<file path="config.mk">
export PLATFORM = sky130hd
export DESIGN_NAME = rgb_led_chain_pulse_serializer
export DESIGN_NICKNAME = d
export VERILOG_FILES = /design/src/design/rlps_pkg.sv /design/src/design/rlps_front.sv /design/src/design/rlps_cmd_fifo.sv /design/src/design/rlps_back.sv /design/src/design/rgb_led_chain_pulse_serializer.sv
export SDC_FILE = /design/constraint.sdc
export NUM_CORES = 2
export LEC_CHECK = 0
export ABC_AREA = 1
export ABC_CLOCK_PERIOD_IN_PS = 4100
export BUFFER_PORTS_ARGS = -buffer_cell sky130_fd_sc_hd__buf_2
export CAP_MARGIN = 10
export CORE_MARGIN = 2
export CORE_UTILIZATION = 35
export CTS_BUF_LIST = sky130_fd_sc_hd__clkbuf_2 sky130_fd_sc_hd__clkbuf_4 sky130_fd_sc_hd__clkbuf_8
export DETAILED_ROUTE_END_ITERATION = 8
export HOLD_SLACK_MARGIN = 0.05
export PLACE_DENSITY = 0.47
export SYNTH_ARGS = -nofsm -noshare
export SYNTH_HDL_FRONTEND = slang
export SYNTH_SLANG_ARGS = --single-unit
</file>
<file path="constraint.sdc">
create_clock -name clk -period 4.1 [get_ports clk]
set_input_delay 0 -clock clk [delete_from_list [all_inputs] [get_ports clk]]
set_output_delay 0 -clock clk [all_outputs]
set_load 0.005 [all_outputs]
</file>
<file path="src/design/rlps_pkg.sv">
// ----------------------------------------------------------------------------
// rlps_pkg
// Shared types and constants of the LED chain pulse serializer: item and
// command layouts, configuration register codes and back-end state codes.
// ----------------------------------------------------------------------------
package rlps_pkg;

    // Bits sent for one LED, green byte first, MSB first.
    localparam int BITS_PER_LED = 24;
    localparam int WORD_W       = 24;

    // Command queue between front and back.
    localparam int QDEPTH = 4;
    localparam int QAW    = 2;

    // Configuration register indexes.
    localparam int CFG_IDX_W = 3;
    localparam logic [CFG_IDX_W-1:0] CFG_BIT_TOP     = 3'd0;
    localparam logic [CFG_IDX_W-1:0] CFG_ZERO_HIGH   = 3'd1;
    localparam logic [CFG_IDX_W-1:0] CFG_ONE_HIGH    = 3'd2;
    localparam logic [CFG_IDX_W-1:0] CFG_RESET_SLOTS = 3'd3;
    localparam logic [CFG_IDX_W-1:0] CFG_ACTIVE_LEDS = 3'd4;
    localparam int CFG_DATA_W = 16;

    // Input item kinds.
    localparam logic KIND_WRITE = 1'b0;
    localparam logic KIND_TICK  = 1'b1;

    typedef struct packed {
        logic       kind;
        logic [5:0] led_index;
        logic [6:0] fill_count;
        logic [7:0] red;
        logic [7:0] green;
        logic [7:0] blue;
    } in_item_t;

    typedef struct packed {
        logic line_level;
        logic frame_start;
    } out_item_t;

    typedef struct packed {
        logic [15:0] bit_top;
        logic [15:0] zero_high;
        logic [15:0] one_high;
        logic [9:0]  reset_slots;
        logic [6:0]  active_leds;
    } cfg_t;

    typedef enum logic {
        OP_WRITE,
        OP_TICK
    } op_t;

    // Classified command as it sits in the queue.
    typedef struct packed {
        op_t               op;
        logic [5:0]        first;
        logic [6:0]        count;
        logic [WORD_W-1:0] word;
    } cmd_t;

    typedef enum logic [1:0] {
        BK_CLEAR,
        BK_RUN,
        BK_FILL,
        BK_LOAD
    } back_state_t;

endpackage

</file>
<file path="src/design/rlps_front.sv">
// ----------------------------------------------------------------------------
// rlps_front
// Accepts input items, classifies them into write or tick commands, packs
// the color into the green-red-blue word and pushes them into the queue.
// ----------------------------------------------------------------------------
module rlps_front (
    input  logic              in_valid,
    output logic              in_stall,
    input  rlps_pkg::in_item_t in_data,
    input  logic              fifo_full,
    input  logic              clearing,
    output logic              push,
    output rlps_pkg::cmd_t    push_cmd
);
    import rlps_pkg::*;

    // Hold off requests while the frame store is cleared or the queue is full.
    assign in_stall = clearing | fifo_full;
    assign push     = in_valid & ~in_stall;

    // Decode the item kind and build the command.
    always_comb
    begin
        push_cmd.first = in_data.led_index;
        push_cmd.count = in_data.fill_count;
        push_cmd.word  = {in_data.green, in_data.red, in_data.blue};
        unique case (in_data.kind)
            KIND_WRITE: push_cmd.op = OP_WRITE;
            KIND_TICK:  push_cmd.op = OP_TICK;
            default:    push_cmd.op = OP_TICK;
        endcase
    end

endmodule

</file>
<file path="src/design/rlps_cmd_fifo.sv">
// ----------------------------------------------------------------------------
// rlps_cmd_fifo
// Short command queue that decouples the accepting front from the back end.
// ----------------------------------------------------------------------------
module rlps_cmd_fifo (
    input  logic           clk,
    input  logic           rst_n,
    input  logic           push,
    input  rlps_pkg::cmd_t push_cmd,
    output logic           full,
    input  logic           pop,
    output logic           head_valid,
    output rlps_pkg::cmd_t head
);
    import rlps_pkg::*;

    cmd_t           slot_reg [QDEPTH];
    logic [QAW-1:0] wr_ptr_reg, wr_ptr_next;
    logic [QAW-1:0] rd_ptr_reg, rd_ptr_next;
    logic [QAW:0]   count_reg, count_next;
    logic           do_pop;

    assign full       = (count_reg == (QAW+1)'(QDEPTH));
    assign head_valid = (count_reg != '0);
    assign head       = slot_reg[rd_ptr_reg];
    assign do_pop     = pop & head_valid;

    // Pointer and occupancy update.
    always_comb
    begin
        wr_ptr_next = wr_ptr_reg;
        rd_ptr_next = rd_ptr_reg;
        count_next  = count_reg;
        if (push)
        begin
            wr_ptr_next = wr_ptr_reg + 1'b1;
        end
        if (do_pop)
        begin
            rd_ptr_next = rd_ptr_reg + 1'b1;
        end
        if (push && !do_pop)
        begin
            count_next = count_reg + 1'b1;
        end
        else if (!push && do_pop)
        begin
            count_next = count_reg - 1'b1;
        end
    end

    always_ff @(posedge clk or negedge rst_n)
    begin
        if (!rst_n)
        begin
            wr_ptr_reg <= '0;
            rd_ptr_reg <= '0;
            count_reg  <= '0;
        end
        else
        begin
            wr_ptr_reg <= wr_ptr_next;
            rd_ptr_reg <= rd_ptr_next;
            count_reg  <= count_next;
        end
    end

    // Queue storage holds payload only.
    always_ff @(posedge clk)
    begin
        if (push)
        begin
            slot_reg[wr_ptr_reg] <= push_cmd;
        end
    end

endmodule

</file>
<file path="src/design/rlps_back.sv">
// ----------------------------------------------------------------------------
// rlps_back
// Executes queued commands: fills runs of the frame store and advances the
// bit timing for each tick, producing the line level into an output register.
// ----------------------------------------------------------------------------
module rlps_back #(
    parameter int LED_SLOTS = 64
) (
    input  logic               clk,
    input  logic               rst_n,
    input  rlps_pkg::cfg_t     cfg,
    input  logic               head_valid,
    input  rlps_pkg::cmd_t     head,
    output logic               pop,
    output logic               clearing,
    output logic               out_valid,
    input  logic               out_stall,
    output rlps_pkg::out_item_t out_data
);
    import rlps_pkg::*;

    localparam int AW = (LED_SLOTS > 1) ? $clog2(LED_SLOTS) : 1;

    logic [WORD_W-1:0] frame_mem [LED_SLOTS];

    back_state_t       state_reg, state_next;
    logic [AW-1:0]     clr_addr_reg, clr_addr_next;
    logic [7:0]        fill_pos_reg, fill_pos_next;
    logic [6:0]        fill_left_reg, fill_left_next;
    logic [WORD_W-1:0] fill_word_reg, fill_word_next;
    logic [15:0]       tick_reg, tick_next;
    logic [4:0]        bitpos_reg, bitpos_next;
    logic [6:0]        ptr_reg, ptr_next;
    logic [9:0]        gap_reg, gap_next;
    logic              in_gap_reg, in_gap_next;
    logic [WORD_W-1:0] shift_reg, shift_next;
    logic [WORD_W-1:0] rd_data_reg;
    logic              out_valid_reg, out_valid_next;
    out_item_t         out_data_reg, out_data_next;

    logic              wr_en;
    logic [AW-1:0]     wr_addr;
    logic [WORD_W-1:0] wr_data;
    logic              rd_en;
    logic [AW-1:0]     rd_addr;

    logic              out_free;
    logic              need_load;
    logic              do_tick;
    logic [WORD_W-1:0] cur_word;
    logic [15:0]       high_ticks;
    logic [6:0]        leds;
    logic [10:0]       gap_sum;
    logic [4:0]        bit_sum;
    logic [7:0]        ptr_sum;

    assign clearing  = (state_reg == BK_CLEAR);
    assign out_valid = out_valid_reg;
    assign out_data  = out_data_reg;

    // Command sequencing, store access and bit timing.
    always_comb
    begin
        state_next     = state_reg;
        clr_addr_next  = clr_addr_reg;
        fill_pos_next  = fill_pos_reg;
        fill_left_next = fill_left_reg;
        fill_word_next = fill_word_reg;
        tick_next      = tick_reg;
        bitpos_next    = bitpos_reg;
        ptr_next       = ptr_reg;
        gap_next       = gap_reg;
        in_gap_next    = in_gap_reg;
        shift_next     = shift_reg;
        out_data_next  = out_data_reg;
        pop            = 1'b0;
        wr_en          = 1'b0;
        wr_addr        = '0;
        wr_data        = '0;
        rd_en          = 1'b0;
        rd_addr        = AW'(ptr_reg);
        do_tick        = 1'b0;
        gap_sum        = {1'b0, gap_reg} + 11'd1;
        bit_sum        = bitpos_reg + 5'd1;
        ptr_sum        = {1'b0, ptr_reg} + 8'd1;

        out_free       = !out_valid_reg || !out_stall;
        out_valid_next = out_valid_reg && out_stall;

        // LEDs per frame, clamped to at least one and to the store size.
        leds = (cfg.active_leds == 7'd0) ? 7'd1 : cfg.active_leds;
        if (32'(leds) > LED_SLOTS)
        begin
            leds = 7'(LED_SLOTS);
        end

        // The first tick of each LED needs its word from the store.
        need_load  = !in_gap_reg && (tick_reg == 16'd0) && (bitpos_reg == 5'd0);
        cur_word   = (state_reg == BK_LOAD) ? rd_data_reg : shift_reg;
        high_ticks = cur_word[BITS_PER_LED-1] ? cfg.one_high : cfg.zero_high;

        unique case (state_reg)
            BK_CLEAR:
            begin
                wr_en   = 1'b1;
                wr_addr = clr_addr_reg;
                if (clr_addr_reg == AW'(LED_SLOTS - 1))
                begin
                    state_next = BK_RUN;
                end
                else
                begin
                    clr_addr_next = clr_addr_reg + 1'b1;
                end
            end
            BK_RUN:
            begin
                if (head_valid)
                begin
                    unique case (head.op)
                        OP_WRITE:
                        begin
                            pop = 1'b1;
                            if (head.count != 7'd0)
                            begin
                                if (32'(head.first) < LED_SLOTS)
                                begin
                                    wr_en   = 1'b1;
                                    wr_addr = AW'(head.first);
                                    wr_data = head.word;
                                end
                                fill_pos_next  = {2'b00, head.first} + 8'd1;
                                fill_left_next = head.count - 7'd1;
                                fill_word_next = head.word;
                                if (head.count != 7'd1)
                                begin
                                    state_next = BK_FILL;
                                end
                            end
                        end
                        OP_TICK:
                        begin
                            if (need_load)
                            begin
                                rd_en      = 1'b1;
                                state_next = BK_LOAD;
                            end
                            else if (out_free)
                            begin
                                do_tick = 1'b1;
                                pop     = 1'b1;
                            end
                        end
                        default:
                        begin
                            pop = 1'b1;
                        end
                    endcase
                end
            end
            BK_FILL:
            begin
                if (32'(fill_pos_reg) < LED_SLOTS)
                begin
                    wr_en   = 1'b1;
                    wr_addr = AW'(fill_pos_reg);
                    wr_data = fill_word_reg;
                end
                fill_pos_next  = fill_pos_reg + 8'd1;
                fill_left_next = fill_left_reg - 7'd1;
                if (fill_left_reg == 7'd1)
                begin
                    state_next = BK_RUN;
                end
            end
            BK_LOAD:
            begin
                if (out_free)
                begin
                    do_tick    = 1'b1;
                    pop        = 1'b1;
                    state_next = BK_RUN;
                end
            end
            default:
            begin
                state_next = BK_RUN;
            end
        endcase

        // One tick: emit the line level and step the bit timing.
        if (do_tick)
        begin
            out_valid_next            = 1'b1;
            out_data_next.line_level  = !in_gap_reg && (tick_reg < high_ticks);
            out_data_next.frame_start = (state_reg == BK_LOAD) && (ptr_reg == 7'd0);
            shift_next                = cur_word;
            if (tick_reg >= cfg.bit_top)
            begin
                tick_next = 16'd0;
                if (in_gap_reg)
                begin
                    if (gap_sum >= {1'b0, cfg.reset_slots})
                    begin
                        in_gap_next = 1'b0;
                        gap_next    = 10'd0;
                        ptr_next    = 7'd0;
                        bitpos_next = 5'd0;
                    end
                    else
                    begin
                        gap_next = gap_sum[9:0];
                    end
                end
                else
                begin
                    shift_next = {cur_word[WORD_W-2:0], 1'b0};
                    if (bit_sum >= 5'(BITS_PER_LED))
                    begin
                        bitpos_next = 5'd0;
                        if (ptr_sum >= {1'b0, leds})
                        begin
                            ptr_next    = 7'd0;
                            gap_next    = 10'd0;
                            in_gap_next = 1'b1;
                        end
                        else
                        begin
                            ptr_next = ptr_sum[6:0];
                        end
                    end
                    else
                    begin
                        bitpos_next = bit_sum;
                    end
                end
            end
            else
            begin
                tick_next = tick_reg + 16'd1;
            end
        end
    end

    // Control state.
    always_ff @(posedge clk or negedge rst_n)
    begin
        if (!rst_n)
        begin
            state_reg     <= BK_CLEAR;
            clr_addr_reg  <= '0;
            fill_left_reg <= '0;
            tick_reg      <= '0;
            bitpos_reg    <= '0;
            ptr_reg       <= '0;
            gap_reg       <= '0;
            in_gap_reg    <= 1'b0;
            out_valid_reg <= 1'b0;
        end
        else
        begin
            state_reg     <= state_next;
            clr_addr_reg  <= clr_addr_next;
            fill_left_reg <= fill_left_next;
            tick_reg      <= tick_next;
            bitpos_reg    <= bitpos_next;
            ptr_reg       <= ptr_next;
            gap_reg       <= gap_next;
            in_gap_reg    <= in_gap_next;
            out_valid_reg <= out_valid_next;
        end
    end

    // Payload registers.
    always_ff @(posedge clk)
    begin
        fill_pos_reg  <= fill_pos_next;
        fill_word_reg <= fill_word_next;
        shift_reg     <= shift_next;
        out_data_reg  <= out_data_next;
    end

    // Frame store: one write port, one registered read port.
    always_ff @(posedge clk)
    begin
        if (wr_en)
        begin
            frame_mem[wr_addr] <= wr_data;
        end
        if (rd_en)
        begin
            rd_data_reg <= frame_mem[rd_addr];
        end
    end

endmodule

</file>
<file path="src/design/rgb_led_chain_pulse_serializer.sv">
// ----------------------------------------------------------------------------
// rgb_led_chain_pulse_serializer
// Frame store and one-wire pulse driver for a chain of addressable RGB LEDs.
// ----------------------------------------------------------------------------
// Requests are either color writes, which paint fill_count LEDs from
// led_index on, or timer ticks, each of which returns one line level. A tick
// is answered once the output is free; the first tick of every LED first
// passes through a load state, because the LED's word is fetched through
// the frame store's registered read port. A write fills its run one store
// entry per cycle through the single write port. A four-entry command queue
// lets the front keep accepting requests while the back end fills or the
// output is stalled. After reset the frame store is cleared, one entry per
// cycle, over all LED_SLOTS entries; no request is accepted during that pass,
// but configuration writes are taken.
// ----------------------------------------------------------------------------
module rgb_led_chain_pulse_serializer #(
    parameter int LED_SLOTS = 64
) (
    input  logic                                 clk,
    input  logic                                 rst_n,
    input  logic                                 in_valid,
    output logic                                 in_stall,
    input  rlps_pkg::in_item_t                   in_data,
    output logic                                 out_valid,
    input  logic                                 out_stall,
    output rlps_pkg::out_item_t                  out_data,
    input  logic                                 cfg_write,
    input  logic [rlps_pkg::CFG_IDX_W-1:0]       cfg_index,
    input  logic [rlps_pkg::CFG_DATA_W-1:0]      cfg_data
);
    import rlps_pkg::*;

    cfg_t cfg_reg, cfg_next;
    logic push;
    cmd_t push_cmd;
    logic fifo_full;
    logic pop;
    logic head_valid;
    cmd_t head;
    logic clearing;

    // Configuration register writes.
    always_comb
    begin
        cfg_next = cfg_reg;
        if (cfg_write)
        begin
            unique case (cfg_index)
                CFG_BIT_TOP:     cfg_next.bit_top     = cfg_data;
                CFG_ZERO_HIGH:   cfg_next.zero_high   = cfg_data;
                CFG_ONE_HIGH:    cfg_next.one_high    = cfg_data;
                CFG_RESET_SLOTS: cfg_next.reset_slots = cfg_data[9:0];
                CFG_ACTIVE_LEDS: cfg_next.active_leds = cfg_data[6:0];
                default:         cfg_next = cfg_reg;
            endcase
        end
    end

    always_ff @(posedge clk or negedge rst_n)
    begin
        if (!rst_n)
        begin
            cfg_reg.bit_top     <= 16'd125;
            cfg_reg.zero_high   <= 16'd42;
            cfg_reg.one_high    <= 16'd83;
            cfg_reg.reset_slots <= 10'd50;
            cfg_reg.active_leds <= 7'd64;
        end
        else
        begin
            cfg_reg <= cfg_next;
        end
    end

    // Front end: accept and classify requests.
    rlps_front u_front (
        .in_valid  (in_valid),
        .in_stall  (in_stall),
        .in_data   (in_data),
        .fifo_full (fifo_full),
        .clearing  (clearing),
        .push      (push),
        .push_cmd  (push_cmd)
    );

    // Command queue.
    rlps_cmd_fifo u_fifo (
        .clk        (clk),
        .rst_n      (rst_n),
        .push       (push),
        .push_cmd   (push_cmd),
        .full       (fifo_full),
        .pop        (pop),
        .head_valid (head_valid),
        .head       (head)
    );

    // Back end: frame store and pulse timing.
    rlps_back #(
        .LED_SLOTS (LED_SLOTS)
    ) u_back (
        .clk        (clk),
        .rst_n      (rst_n),
        .cfg        (cfg_reg),
        .head_valid (head_valid),
        .head       (head),
        .pop        (pop),
        .clearing   (clearing),
        .out_valid  (out_valid),
        .out_stall  (out_stall),
        .out_data   (out_data)
    );

    // A frame starts at tick zero of a bit, so the line is high if both
    // high times are nonzero.
    a_frame_start_high: assert property (@(posedge clk) disable iff (!rst_n)
        (out_valid && out_data.frame_start && (cfg_reg.zero_high != 16'd0)
         && (cfg_reg.one_high != 16'd0)) |-> out_data.line_level)
        else $error("frame start without a high line level");

    // No result can exist while the frame store is still being cleared.
    a_no_result_while_clearing: assert property (@(posedge clk) disable iff (!rst_n)
        clearing |-> !out_valid)
        else $error("result present during the clearing pass");

    // The queue is never popped when it holds nothing.
    a_pop_needs_head: assert property (@(posedge clk) disable iff (!rst_n)
        (pop && !head_valid) |-> 1'b0)
        else $error("command popped from an empty queue");

endmodule
</file>
==> flow_results.org <==
** Critical path
- Data on the critical path arrives at its endpoint at between 4000 and 5000 ps.
- In this run the critical register-to-register path is launched from u_fifo.rd_ptr_reg[0].
- Delay of the slowest cell on the worst path :: approximately 530 ps
- Traced cell by cell, the critical path runs through inv_2 > nand2_1 > nand3_1 > nand2_1 > ha_1 > nand2_2 > nor2_4 > nand2_4 > nand3_1 > nand2_1 > nand2_4 > nor2_2 > nand2_2 > nor2_2 > buf_4.
- STA classifies the critical path endpoint as a register.
- Cell occurring most often along the worst timing path :: sky130_fd_sc_hd__nand2_1
- The worst register-to-register path has a setup slack of 310 ps.
- The worst setup path is launched from a register.
- Crit path max fanout :: 23
- Terminus of the critical flop-to-flop path :: u_back.frame_mem[14][9]
- CP required :: a little under 5000 ps
- The critical path in this run is classified as reg -> reg.
- Among all stages on the critical path, the largest delay is contributed by sky130_fd_sc_hd__nor2_2.
- The worst register-to-register path has a depth of 15.

** Power
- Of the total power, registers draw 0.450.
- Clock group share of total power :: 0.295
- In this run the power spent charging and discharging nets is 19.5 mW.
- Power per standard cell area :: roughly 640 mW/mm2
- Of the total power, the share spent switching nets is 0.337.
- Of the total power, combinational logic draws 0.254.
- VDD sags by at most between 0.0003 and 0.0004 V.
- The internal portion of the total power is 38.3 mW.
- Total power for the finished layout comes to roughly 58 mW.
- In this run the static leakage power is ~30 nW.

** Die
- Core ar. :: between 0.2 and 0.25 mm2
- The die covers roughly 0.22 mm2.
- Die W :: approximately 470 um
- Number of rows created at floorplan :: around 170
- Die H :: 474 um
- Starting density of the core :: 0.352
- Total I/O pin count :: 66

** STA
- After routing, the total negative slack on setup checks comes to 0 ps.
- Fin. Hold Viols :: 0
- The clock arrives with just under 80 ps of skew.
- Setup repair after global routing left no endpoint under its margin.
- Counting I/O delays and the setup requirement, the final critical path takes approximately 3800 ps.
- Highest clock frequency the design can meet :: 0.264 GHz
- Transition at the pin with the smallest max-transition slack :: ~1000 ps
- Number of failing setup endpoints in the final timing report :: 0
- Total count of max-transition violations in the final report :: 0
- Of the available clock period, the critical path in the final layout requires 0.924.
- Relative slew margins :: 0.299

** Synth
- Counting flops and latches in the post-synthesis netlist gives approximately 1900.
- Per-instance average area after synthesis :: 12.7 um2
- Primary FF master, synth :: sky130_fd_sc_hd__edfxtp_1
- The Yosys step of the flow raised 0 warnings.
- Yosys mapped the design onto 52 distinct sky130hd cell types.
- Sequential fraction of the synthesis area :: 0.728
- Number of instances in the synthesized netlist :: 6077
- Syn_nets :: a little over 6000
- Yosys mapped a number of flops with a built-in enable equal to between 1500 and 2000.
- Synthesized area :: between 0.07 and 0.08 mm2
- Async set-or-reset flop fraction in the synthesized netlist :: 0.0669

** Placed design
- The wire-length estimate of the detail-placed layout is approximately 130000 um.
- Global placer's final weighted congestion :: roughly 0.86
- Number of placed instances, taps included :: slightly below 9000
- Buffers added on ports :: 65

** Finish
- The register with the most flip-flops in the layout has around 1500 of them.
- Top library cells by usage in the layout, fill and taps aside :: sky130_fd_sc_hd__edfxtp_1 (1770), sky130_fd_sc_hd__o21ai_0 (1020), sky130_fd_sc_hd__nor2_1 (988), sky130_fd_sc_hd__nand2_1 (465), sky130_fd_sc_hd__clkbuf_8 (354)
- Synthesis-to-layout area growth :: 16.6%
- Layout Cells excl Fill :: 9639
- Leaving out fill and tap cells, the most frequent cell in the layout is sky130_fd_sc_hd__edfxtp_1.
- Fraction of final layout cells sized beyond drive strength 1 :: 0.148
- Utilization of the core after routing :: 0.411
- Net total in the final layout :: 6574

** Clocking
- Largest buffer count on any clock path :: 4
- Buffers inserted during clock tree synthesis total 343.
- TritonCTS built the clock tree.
- Postcts setup bufs :: 0
- Total clock sinks :: about 1900
- At the later pin of the worst-skew pair, clock insertion delay measures roughly 1100 ps.
- CTS HTree Levels :: 5
- Clock transition at path regs :: about 60 ps
- The cell sitting at the root of the clock tree is a sky130_fd_sc_hd__clkbuf_8.

** Route
- Initial DRC Count :: around 4600
- Antenna-violating nets left :: 0
- Average vias per placed instance :: approximately 5.3
- Average wire per cell in the routed design :: roughly 25 um
- Post-route DRC :: 0
- Overall via count from detail_route :: slightly above 50000
- For this run, the detailed router's first-pass iteration total came to 6.
- The routed design has about 240000 um of wire.

** Global routing
- Across every metal layer, demand over resource in global routing totals 0.209.
- Antenna violations before repair :: 11
- The total overflow left after global routing is 0.
- Global-route wire length before repair :: 347000 um
- The number of global-route vias before repair is roughly 50000.
- Entering global routing, the biggest net connects between 150 and 200 pins.

** Worst hold path
- Number of instances on the worst hold path :: 4
- Hold path endpoint :: u_fifo.wr_ptr_reg[0]
- Hold Crit Start :: in_valid
- Hold Path Class :: in -> reg

** Run
- Across the run, the number of max-cap violations was 0.

** Run status
- Run status :: completed
## cell type report
type | count | area, um2
Multi-Input combinational cell | 3614 | 19200
Clock buffer | 482 | 5830
Timing Repair Buffer | 412 | 3920
Clock inverter | 94 | 510
Tap cell | 2958 | 3700
Fill cell | 20700 | 129000
Inverter | 172 | 668
Antenna cell | 10 | 25.0
Sequential cell | 1897 | 56400
## cells in the mapped netlist, types with 11 or more instances
library cell	n	area share
sky130_fd_sc_hd__nand2_2	14	0.0011
sky130_fd_sc_hd__dfrtp_1	110	0.036
sky130_fd_sc_hd__o21ai_0	1020	0.066
sky130_fd_sc_hd__inv_2	15	0.00073
sky130_fd_sc_hd__o211ai_1	187	0.018
sky130_fd_sc_hd__edfxtp_1	1770	0.69
sky130_fd_sc_hd__dfstp_2	17	0.0058
sky130_fd_sc_hd__nor3_1	23	0.0015
sky130_fd_sc_hd__nand3_4	11	0.0025
sky130_fd_sc_hd__nand3_1	207	0.013
sky130_fd_sc_hd__ha_1	71	0.011
sky130_fd_sc_hd__nand4_1	13	0.0011
sky130_fd_sc_hd__clkbuf_1	273	0.013
sky130_fd_sc_hd__a21oi_1	57	0.0037
sky130_fd_sc_hd__buf_2	86	0.0056
sky130_fd_sc_hd__nand2_1	465	0.023
sky130_fd_sc_hd__o221ai_1	152	0.017
sky130_fd_sc_hd__xor2_1	25	0.0028
sky130_fd_sc_hd__mux2i_1	38	0.0049
sky130_fd_sc_hd__o22ai_1	200	0.016
sky130_fd_sc_hd__buf_1	14	0.00068
sky130_fd_sc_hd__buf_4	20	0.0019
sky130_fd_sc_hd__inv_1	152	0.0074
sky130_fd_sc_hd__nor2_1	1056	0.051
## worst max-delay path by stage
stage	start	end	slack [ps]
after CTS	u_fifo.rd_ptr_reg[0]	u_back.frame_mem[14][9]	360
final	u_fifo.rd_ptr_reg[0]	u_back.frame_mem[14][9]	310
after global routing	u_fifo.rd_ptr_reg[0]	u_back.frame_mem[14][14]	90
after global placement	u_fifo.rd_ptr_reg[0]	u_back.frame_mem[14][19]	450
after floorplan	u_fifo.rd_ptr_reg[0]	u_back.frame_mem[0][0]	90
after detailed placement	u_fifo.rd_ptr_reg[0]	u_back.frame_mem[14][4]	390
## cells by family (layout without fill, tap and decap cells)
logic type,after synthesis,count (layout),synth area share
buffers and inverters,566,1160,0.0299
other,0,10,0
XOR/XNOR,31,31,0.00351
AO/OA/AOI/OAI,1649,1649,0.124
AND/OR/NAND/NOR,1822,1822,0.0971
adder cells (fa/ha/maj),72,72,0.0117
multiplexers,40,40,0.00521
flip-flops,1897,1897,0.728
## routing by layer
| layer | share of wire | routed length, um | global-route usage |
|---|---|---|---|
| met1 | 0.45 | 108000 | 0.295 |
| met2 | 0.46 | 110000 | 0.331 |
| met3 | 0.056 | 13300 | 0.0307 |
| met5 | 0 | 0 | 0 |
| met4 | 0.028 | 6700 | 0.0655 |
## through the flow
| step | area [um2] | setup slack [ps] | hold slack (ps) |
|---|---|---|---|
| after CTS | 90200 | 357 | 67.3 |
| final | 90200 | 312 | 178 |
| after floorplan | 77500 | 92.9 | -296 |
| after global placement | 82600 | 453 | -55.9 |
| after global routing | 90200 | 94.5 | 155 |
| after detailed placement | 82600 | 394 | -44.0 |
## power by group through the flow
stage,clock network [mW],registers (mW),logic [mW]
after detailed placement,0,26.4,14.7
after floorplan,0,26.3,7.99
after global placement,0,26.4,14.6
after global routing,18.3,26.2,16.0
after CTS,17.5,26.0,14.9
final,17.1,26.0,14.7
## critical path, delay by kind of cell (launching register included)
family / cells / cell delay (ps)
flip-flops: 1 / 400
AND/OR/NAND/NOR: 12 / 2190
buffers and inverters: 2 / 590
adder cells (fa/ha/maj): 1 / 260
## repair_timing
item	4_1_cts	5_1_grt
gates resized for setup	0	0
hold endpoints to repair	500	0
endpoints found under the setup margin	0	0
hold buffers	129	0
Power figures use the tool's default switching activity.
